**src/rtl/core/pott_pkg.sv**
```systemverilog
// Shared types and codes for the periodic/one-shot timer table.
package pott_pkg;

  localparam int TASK_W   = 8;
  localparam int MSG_W    = 8;
  localparam int PERIOD_W = 16;
  localparam int REMAIN_W = 17;
  localparam int STEP_W   = 10;
  localparam int ELAPSE_W = 32;

  localparam logic FUNC_TICK = 1'b0;
  localparam logic FUNC_ADD  = 1'b1;

  localparam logic STATUS_OK   = 1'b0;
  localparam logic STATUS_FULL = 1'b1;

  localparam logic [STEP_W-1:0] STEP_RESET = STEP_W'(1);

  typedef struct packed {
    logic                func;
    logic [TASK_W-1:0]   task_id;
    logic [MSG_W-1:0]    msg_id;
    logic [PERIOD_W-1:0] period;
    logic                reload;
  } in_item_t;

  typedef struct packed {
    logic                fired;
    logic [TASK_W-1:0]   fired_task;
    logic [MSG_W-1:0]    fired_msg;
    logic                status;
    logic [ELAPSE_W-1:0] elapsed;
    logic                last;
  } result_t;

  typedef struct packed {
    logic [REMAIN_W-1:0] remaining;
    logic [PERIOD_W-1:0] period;
    logic [TASK_W-1:0]   task_id;
    logic [MSG_W-1:0]    msg_id;
    logic                reload;
  } entry_t;

  typedef struct packed {
    logic shift;   // every cell takes its right neighbour's entry
    logic insert;  // first free cell after the shift takes the new entry
  } cell_ctrl_t;

  typedef enum logic [1:0] {
    ST_IDLE,
    ST_TICK,
    ST_DONE
  } state_t;

endpackage

```
**src/rtl/core/pott_cell.sv**
```systemverilog
// One slot of the timer chain: shifts towards the head and takes appended entries.
module pott_cell (
  input  logic                clk,
  input  logic                rst,
  input  pott_pkg::cell_ctrl_t ctrl,
  input  pott_pkg::entry_t    new_entry,
  input  logic                right_valid,
  input  pott_pkg::entry_t    right_entry,
  input  logic                left_sh_valid,
  output logic                valid,
  output pott_pkg::entry_t    entry,
  output logic                sh_valid
);

  pott_pkg::entry_t sh_entry;
  logic             load;

  always_comb begin
    if (ctrl.shift) begin
      sh_valid = right_valid;
      sh_entry = right_entry;
    end else begin
      sh_valid = valid;
      sh_entry = entry;
    end
  end

  // valid cells stay a prefix, so the first free cell is the append point
  assign load = ctrl.insert && !sh_valid && left_sh_valid;

  always_ff @(posedge clk) begin
    if (rst) begin
      valid <= 1'b0;
    end else begin
      valid <= sh_valid || load;
    end
  end

  always_ff @(posedge clk) begin
    if (load) begin
      entry <= new_entry;
    end else begin
      entry <= sh_entry;
    end
  end

endmodule

```
**src/rtl/core/pott_head.sv**
```systemverilog
// Expiry check and count update for the entry leaving the head of the chain.
module pott_head (
  input  pott_pkg::entry_t                 entry,
  input  logic [pott_pkg::STEP_W-1:0]      step,
  output logic                             fire,
  output logic                             keep,
  output pott_pkg::entry_t                 updated
);

  logic [pott_pkg::REMAIN_W-1:0] step_ext;

  assign step_ext = pott_pkg::REMAIN_W'(step);
  assign fire     = entry.remaining <= step_ext;
  assign keep     = !fire || entry.reload;

  always_comb begin
    updated = entry;
    if (fire) begin
      updated.remaining = pott_pkg::REMAIN_W'(entry.period);
    end else begin
      updated.remaining = entry.remaining - step_ext;
    end
  end

endmodule

```
**src/rtl/core/periodic_oneshot_timer_table_top.sv**
```systemverilog
// Timer table top level: command port, chain of timer cells, result register.
//
// An add gives its single result in the cycle after it is accepted. A tick
// walks the chain once, one entry per cycle through the head unit, then ends
// with its final beat in the done state; busy is high from its accepting edge
// until the edge that takes its final result. On an empty table a tick
// answers on the next cycle like an add and busy stays low. Expiries come
// out in table order, one result per cycle at most, each shown for one cycle
// under result_strobe; the final result of every command has last set. The
// step register takes a write only while the block is idle and no command is
// offered. Results cannot be held off, so the receiver must take every strobe.
module periodic_oneshot_timer_table_top #(
  parameter int TIMER_SLOTS = 16
) (
  input  logic                              clk,
  input  logic                              rst,
  input  logic                              start,
  output logic                              busy,
  input  pott_pkg::in_item_t                item,
  output logic                              result_strobe,
  output pott_pkg::result_t                 result,
  input  logic                              cfg_valid,
  output logic                              cfg_ready,
  input  logic [pott_pkg::STEP_W-1:0]       cfg_data
);

  localparam int CW = $clog2(TIMER_SLOTS + 1);

  pott_pkg::state_t                  state, state_next;
  logic [pott_pkg::STEP_W-1:0]       tick_step;
  logic [pott_pkg::ELAPSE_W-1:0]     elapsed_ms, elapsed_sum;
  logic [CW-1:0]                     count, left;
  logic                              have_pend;
  logic [pott_pkg::TASK_W-1:0]       pend_task;
  logic [pott_pkg::MSG_W-1:0]        pend_msg;
  pott_pkg::result_t                 result_next;
  logic                              strobe_next;

  logic                              accept, add_go, tick_go, full, add_ok;
  logic                              fire, keep;
  pott_pkg::entry_t                  head_upd, add_entry;
  pott_pkg::cell_ctrl_t              ctrl;
  pott_pkg::entry_t                  new_entry;

  pott_pkg::entry_t                  cell_entry [TIMER_SLOTS];
  logic [TIMER_SLOTS-1:0]            cell_valid, cell_sh_valid;

  assign busy        = state != pott_pkg::ST_IDLE;
  // hold the step while a command is offered, so a tick never sees two steps
  assign cfg_ready   = !busy && !start;
  assign accept      = start && !busy;
  assign add_go      = accept && item.func == pott_pkg::FUNC_ADD;
  assign tick_go     = accept && item.func == pott_pkg::FUNC_TICK;
  assign full        = count == CW'(TIMER_SLOTS);
  assign add_ok      = add_go && !full;
  assign elapsed_sum = elapsed_ms + pott_pkg::ELAPSE_W'(tick_step);

  assign add_entry.remaining = pott_pkg::REMAIN_W'(item.period);
  assign add_entry.period    = item.period;
  assign add_entry.task_id   = item.task_id;
  assign add_entry.msg_id    = item.msg_id;
  assign add_entry.reload    = item.reload;

  pott_head u_head (
    .entry   (cell_entry[0]),
    .step    (tick_step),
    .fire    (fire),
    .keep    (keep),
    .updated (head_upd)
  );

  always_comb begin
    ctrl.shift  = state == pott_pkg::ST_TICK;
    ctrl.insert = add_ok || (state == pott_pkg::ST_TICK && keep);
    new_entry   = (state == pott_pkg::ST_TICK) ? head_upd : add_entry;
  end

  for (genvar i = 0; i < TIMER_SLOTS; i++) begin : g_cell
    logic             right_valid, left_sh_valid;
    pott_pkg::entry_t right_entry;

    if (i == TIMER_SLOTS - 1) begin : g_tail
      assign right_valid = 1'b0;
      assign right_entry = cell_entry[i];
    end else begin : g_mid
      assign right_valid = cell_valid[i+1];
      assign right_entry = cell_entry[i+1];
    end

    if (i == 0) begin : g_first
      assign left_sh_valid = 1'b1;
    end else begin : g_rest
      assign left_sh_valid = cell_sh_valid[i-1];
    end

    pott_cell u_cell (
      .clk           (clk),
      .rst           (rst),
      .ctrl          (ctrl),
      .new_entry     (new_entry),
      .right_valid   (right_valid),
      .right_entry   (right_entry),
      .left_sh_valid (left_sh_valid),
      .valid         (cell_valid[i]),
      .entry         (cell_entry[i]),
      .sh_valid      (cell_sh_valid[i])
    );
  end

  // next state
  always_comb begin
    state_next = state;
    case (state)
      pott_pkg::ST_IDLE: begin
        if (tick_go && count != '0) state_next = pott_pkg::ST_TICK;
      end
      pott_pkg::ST_TICK: begin
        if (left == CW'(1)) state_next = pott_pkg::ST_DONE;
      end
      pott_pkg::ST_DONE: begin
        state_next = pott_pkg::ST_IDLE;
      end
      default: begin
        state_next = pott_pkg::ST_IDLE;
      end
    endcase
  end

  // result beat
  always_comb begin
    result_next            = '0;
    result_next.elapsed    = elapsed_ms;
    result_next.status     = pott_pkg::STATUS_OK;
    strobe_next            = 1'b0;
    case (state)
      pott_pkg::ST_IDLE: begin
        if (add_go) begin
          strobe_next        = 1'b1;
          result_next.status = full ? pott_pkg::STATUS_FULL : pott_pkg::STATUS_OK;
          result_next.last   = 1'b1;
        end else if (tick_go && count == '0) begin
          strobe_next         = 1'b1;
          result_next.elapsed = elapsed_sum;
          result_next.last    = 1'b1;
        end
      end
      pott_pkg::ST_TICK: begin
        // a held expiry is sent once a later one shows it was not the final beat
        if (fire && have_pend) begin
          strobe_next            = 1'b1;
          result_next.fired      = 1'b1;
          result_next.fired_task = pend_task;
          result_next.fired_msg  = pend_msg;
        end
      end
      pott_pkg::ST_DONE: begin
        strobe_next      = 1'b1;
        result_next.last = 1'b1;
        if (have_pend) begin
          result_next.fired      = 1'b1;
          result_next.fired_task = pend_task;
          result_next.fired_msg  = pend_msg;
        end
      end
      default: begin
        strobe_next = 1'b0;
      end
    endcase
  end

  always_ff @(posedge clk) begin
    if (rst) begin
      state         <= pott_pkg::ST_IDLE;
      tick_step     <= pott_pkg::STEP_RESET;
      elapsed_ms    <= '0;
      count         <= '0;
      left          <= '0;
      have_pend     <= 1'b0;
      result_strobe <= 1'b0;
    end else begin
      state         <= state_next;
      result_strobe <= strobe_next;
      if (cfg_valid && cfg_ready) begin
        tick_step <= cfg_data;
      end
      if (tick_go) begin
        elapsed_ms <= elapsed_sum;
        left       <= count;
        have_pend  <= 1'b0;
      end
      if (add_ok) begin
        count <= count + CW'(1);
      end
      if (state == pott_pkg::ST_TICK) begin
        left <= left - CW'(1);
        if (!keep) begin
          count <= count - CW'(1);
        end
        if (fire) begin
          have_pend <= 1'b1;
        end
      end
    end
  end

  always_ff @(posedge clk) begin
    result <= result_next;
    if (state == pott_pkg::ST_TICK && fire) begin
      pend_task <= cell_entry[0].task_id;
      pend_msg  <= cell_entry[0].msg_id;
    end
  end

endmodule

```
**config.mk**
```make
export PLATFORM = sky130hd
export DESIGN_NAME = periodic_oneshot_timer_table_top
export DESIGN_NICKNAME = d
export VERILOG_FILES = /design/src/rtl/core/pott_pkg.sv /design/src/rtl/core/pott_cell.sv /design/src/rtl/core/pott_head.sv /design/src/rtl/core/periodic_oneshot_timer_table_top.sv
export SDC_FILE = /design/constraint.sdc
export NUM_CORES = 2
export LEC_CHECK = 0
export BUFFER_PORTS_ARGS = -buffer_cell sky130_fd_sc_hd__buf_2
export CAP_MARGIN = 30
export CORE_MARGIN = 2
export CORE_UTILIZATION = 30
export DETAILED_ROUTE_END_ITERATION = 12
export GPL_ROUTABILITY_DRIVEN = 0
export HOLD_SLACK_MARGIN = 0.06
export PLACE_DENSITY = 0.48
export SETUP_SLACK_MARGIN = 0.2
export SYNTH_ARGS = -nofsm -noshare
export SYNTH_HDL_FRONTEND = slang
export SYNTH_HIERARCHICAL = 1
export SYNTH_SLANG_ARGS = --single-unit
export TNS_END_PERCENT = 100
```
**constraint.sdc**
```tcl
create_clock -name clk -period 13.3 [get_ports clk]
set_input_delay 1.33 -clock clk [delete_from_list [all_inputs] [get_ports clk]]
set_output_delay 1.33 -clock clk [all_outputs]
set_load 0.02 [all_outputs]
```
# ---- After elaboration in Yosys (flattened, before gate mapping)
# Index checks and enable logic that the tools add are counted.
dict set report op_classes {
  magnitude_cmp 1
  muxes 72
  reduce_logical 102
  addsub 5
  bitwise 1
  eq_ne 6
}
# operator count
set ops {}
lappend ops {{$mux 50} 31}
lappend ops {{$mux 32} 2}
lappend ops {{$mux 17} 3}
lappend ops {{$logic_and 1x1->1} 42}
lappend ops {{$pmux 17 s2} 1}
lappend ops {{$reduce_bool 2->1} 17}
lappend ops {{$mux 33} 1}
lappend ops {{$add 32x10->32} 1}
lappend ops {{$mux 5} 5}
lappend ops {{$mux 1} 24}
lappend ops {{$logic_not 1->1} 20}
lappend ops {{$logic_or 1x1->1} 18}
lappend ops {{$le 17x10->1} 1}
lappend ops {{$sub 17x10->17} 1}
lappend ops {{$sub 5x1->5 const B} 2}
lappend ops {{$add 5x1->5 const B} 1}
lappend ops {{$eq 5x1->1 const B} 1}
lappend ops {{$eq 5x5->1 const B} 1}
lappend ops {{$logic_not 5->1} 1}
lappend ops {{$reduce_bool 5->1} 1}
lappend ops {{$mux 2} 2}
lappend ops {{$pmux 2 s2} 1}
lappend ops {{$reduce_and 2->1} 2}
lappend ops {{$pmux 1 s3} 1}
lappend ops {{other kinds (7)} 7}
dict set report totals {
  elab_cells 298
  regBits 939
}

# ---- Logic depth before layout (Yosys ltp)
dict set report depth {
  word_depth 9
  ltp_mapped 15
  ltp_nobuf 15
}

# ---- By module
# Netlist, hierarchy kept.
# module n_inst seq_area_each_um2 cells_each area_each_um2
set by_module_without_submodules {}
lappend by_module_without_submodules {pott_cell 16 1521.5 112 2322.2}
lappend by_module_without_submodules {periodic_oneshot_timer_table_top 1 2622.5 650 5686.7}
lappend by_module_without_submodules {pott_head 1 0.0 157 1236.2}

# ---- Worst setup path after synthesis
# No wires, ideal clock.
dict set report synth_timing {
  path_kind {flip-flop to flip-flop}
  start {reg tick_step[1] (netlist name)}
  end {reg, netlist name g_cell[0].u_cell/entry[0]}
  path_stages_with_launch 15
  setup_time_ns 0.386
  n_path_buf 1
  arrival_time_ns 3.880
  slack_ns 9.035
  path_cell_list {dfxtp_1 inv_1 ha_1 nor2b_1 o2111ai_1 a21bo_1 o41ai_2 a211o_2 inv_1 nand2b_1 a21o_1 nand2_1 nor2_8 buf_8 or2_2}
}
# element line_no
set synth_lines {}
lappend synth_lines {{from (decl)} periodic_oneshot_timer_table_top.sv:30} ;# logic [pott_pkg::STEP_W-1:0] tick_step;
lappend synth_lines {{from (signal assigned)} periodic_oneshot_timer_table_top.sv:174} ;# tick_step <= pott_pkg::STEP_RESET;
lappend synth_lines {{from (signal assigned)} periodic_oneshot_timer_table_top.sv:184} ;# tick_step <= cfg_data;

==> run metrics <==
status finished, final reports clean; worst path cell trace inv_1, ha_1, nor2b_1, o2111ai_1, a21bo_1, o41ai_2, a211o_2, inv_1, nand2b_1, a21o_1, buf_4, nand2_1, nor2_8, buf_4, or2_2, buf_4; Synth Cell Area 44100 um^2; cts repair resizes 0; Slew headroom 36.4%; clk slew on worst S/H paths 0.06 ns; Global Route Usage Sum 10.8%; unrepaired setup endpoints after global routing false; multi-input logic area 15400 um^2; slowest CP cell buf_4; initial antenna violation count 4; FP Rows 140; maximum VDD drop 0.000109 V; IO Count 102; delay-heaviest family, CP buffers and inverters; DR pass1 iterations 5; Post-synth EDFFs 816; final hold vios 0; Hold Slack 0.444 ns; required time of the critical path 13.62 ns; largest net degree at the start of global routing 75; Unique masters post-synth 77; worst reg2reg startpoint tick_step[1]$_SDFFE_PP0P_; Setup crit start kind flip-flop; HPWL after DPL 58.0 mm; post-CTS setup repair buffer count 0; crit path buf inv count 5; Critical Path Fanout Max 51; register share of total power 46.8%; wire per inst 17.4 um; # Max-Cap Violations 0; Sw Pwr 2.35 mW; IO buf count 101; layout net count 2775; worst slew pin tran 0.954 ns; global-route wire length before repair 128 mm; HP Class flip-flop to flip-flop; vias per inst 4.37; TNS Setup 0 ns; Critical Path AT 5.79 ns; area grow syn2layout 12.0%; Final Max Slew Viols 0; Clock Tree Buf Depth 3; total grt overflow 0; Die H 387 um; Initial Util 30.2%; HP Start pend_msg[7]$_DFFE_PP_; r2r setup slk 7.83 ns; vias in the first global route 21300; clk root buf clkbuf_16; hold-critical path endpoint result[41]$_DFF_P_; r2r endpoint g_cell[0].u_cell/entry[30]$_DFFE_PP_; Die ar. 150000 um^2; first-iteration detailed-routing DRC count 1178; final setup fails 0; async set or reset register ratio after synthesis 0%; cell internal pwr 6.39 mW; R2R cell count 16; Mapped Cells 2599; Reg area 27000 um^2; Yosys warning count 6; synthesized flop and latch total 939; Fmax 183 MHz; CP peak stage delay 0.61 ns; Worst path most repeated cell buf_4; Switching Share 26.9%; # H-tree levels 3; ys flop type edfxtp_1; share of cells above drive strength 1 43.0%; Core Area 146000 um^2; Crit. End Element flip-flop; Worst Hold Depth 1; syn_area_per_cell 17.0 um^2; Skew-Pair Late Insertion Delay 0.69 ns; fin crit share 41.1%; # DRC 0; die width 387 um; total power draw 8.74 mW; CTS buffer count 101; Final Skew 0.0255 ns; leakage 17.2 nW; post-synthesis sequential area ratio 61.2%; final wirelength 82.0 mm; WS Path Type flip-flop to flip-flop; Clk network pwr share 33.5%; CTS tree built; min Tclk post-route 5.47 ns; Clock Sinks 939; hold buffers post-CTS 0; Comb pwr share 19.7%; Post-DRT Antenna Nets 0; Vias 20500; # fillers 13900; P per Cell Area 177 nW/um^2
==> how the worst max path moves through the flow <==
stage | startpoint | end | slack (ns) | cells after the start
floorplan | tick_step[1]$_SDFFE_PP0P_ | g_cell[0].u_cell/entry[0]$_DFFE_PP_ | 9.03 | 14
global placement | tick_step[1]$_SDFFE_PP0P_ | g_cell[13].u_cell/entry[36]$_DFFE_PP_ | 7.55 | 15
detailed placement | tick_step[1]$_SDFFE_PP0P_ | g_cell[0].u_cell/entry[42]$_DFFE_PP_ | 7.74 | 16
CTS | tick_step[1]$_SDFFE_PP0P_ | g_cell[0].u_cell/entry[42]$_DFFE_PP_ | 7.72 | 16
global route | tick_step[1]$_SDFFE_PP0P_ | g_cell[0].u_cell/entry[19]$_DFFE_PP_ | 7.35 | 16
finish | tick_step[1]$_SDFFE_PP0P_ | g_cell[0].u_cell/entry[30]$_DFFE_PP_ | 7.83 | 16
==> routing by layer <==
layer / share of wire [%] / vias up / global-route usage, %
met5: 0 / - / 0
met4: 2.6 / 0 / 3.02
met3: 3.8 / 150 / 2.21
met2: 42 / 382 / 15.9
met1: 52 / 9996 / 15.9
li1: - / 10000 / -
==> worst reg2reg max path, cell delays in order (launching register included) <==
cell and delay (ns):
dfxtp_1 0.47, inv_1 0.09, ha_1 0.30, nor2b_1 0.19, o2111ai_1 0.17, a21bo_1 0.24, o41ai_2 0.30, a211o_2 0.49
inv_1 0.24, nand2b_1 0.17, a21o_1 0.17, buf_4 0.34, nand2_1 0.21, nor2_8 0.11, buf_4 0.61, or2_2 0.50
buf_4 0.49
==> state kept, by name (all words and copies together), names as in the netlist, 5 cells and up <==
register	count
pend_task	8
g_cell.u_cell/valid	16
left	5
result	51
pend_msg	8
tick_step	10
g_cell.u_cell/entry	800
count	5
elapsed_ms	32
==> cell usage after synthesis (all sizes together), types with 21 or more instances <==
cell	number	share of area, %
xor2	32	0.64
and2	24	0.34
buf	129	3.5
ha	28	0.79
nand3	21	0.27
a21oi	69	0.79
mux2	847	26
nand2	176	1.5
dfxtp	123	5.6
nor2	74	1.2
xnor2	22	0.44
edfxtp	816	56
inv	27	0.23
o21ai	26	0.30
==> cells in the final DEF (no fill, tap or decap), drive strengths merged, types with 3 or more instances in the layout <==
| cell type | n |
|---|---|
| a211oi | 10 |
| a21o | 6 |
| a21oi | 69 |
| a31oi | 7 |
| and2 | 24 |
| and3 | 8 |
| buf | 141 |
| bufinv | 15 |
| clkbuf | 130 |
| clkinv | 43 |
| conb | 3 |
| dfxtp | 123 |
| edfxtp | 816 |
| ha | 28 |
| inv | 31 |
| mux2 | 847 |
| nand2 | 176 |
| nand2b | 3 |
| nand3 | 21 |
| nand4 | 6 |
| nor2 | 74 |
| nor2b | 5 |
| nor3 | 18 |
| nor3b | 5 |
| nor4 | 12 |
| o211ai | 4 |
| o21a | 4 |
| o21ai | 26 |
| o21bai | 4 |
| o31ai | 5 |
| or2 | 18 |
| or3 | 14 |
| or4 | 8 |
| xnor2 | 22 |
| xor2 | 32 |
==> cell families after synthesis <==
| group | synth area share [%] |
|---|---|
| flops | 61.2 |
| mux | 25.9 |
| simple gates | 4.85 |
| buf+inv | 3.93 |
| compound gates | 2.21 |
| xor+xnor | 1.07 |
| fa+ha+maj | 0.886 |
| other cells | 0.0170 |
==> per-stage QoR <==
stage / setup slack (ns) / utilization [%] / std cells / area, um^2
6_report: 7.83 / 33.9 / 4704 / 49400
5_1_grt: 7.35 / 33.9 / 4703 / 49400
4_1_cts: 7.72 / 33.9 / 4702 / 49400
3_5_place_dp: 7.74 / 31.5 / 4510 / 45900
3_3_place_gp: 7.55 / 31.2 / 4494 / 45500
2_1_floorplan: 9.03 / - / 2600 / 44100
==> layout make-up <==
cell class                      instances  share of cell area [%]
Sequential cell                       939                    54.6
Antenna cell                            1                 0.00507
Tap cell                             1917                    4.86
Multi-Input combinational cell       1487                    31.2
Timing Repair Buffer                  141                    2.09
Clock buffer                          130                    5.55
Inverter                               27                   0.205
Clock inverter                         62                    1.51
==> power groups by stage <==
stage / Sequential, mW / Clock (mW) / Combinational [mW]
floorplan: 4.10 / 0 / 1.25
global placement: 4.17 / 0 / 1.64
detailed placement: 4.16 / 0 / 1.74
CTS: 4.10 / 3.03 / 1.75
global route: 4.14 / 3.14 / 1.89
finish: 4.09 / 2.93 / 1.73
(Power assumes the default switching activity.)
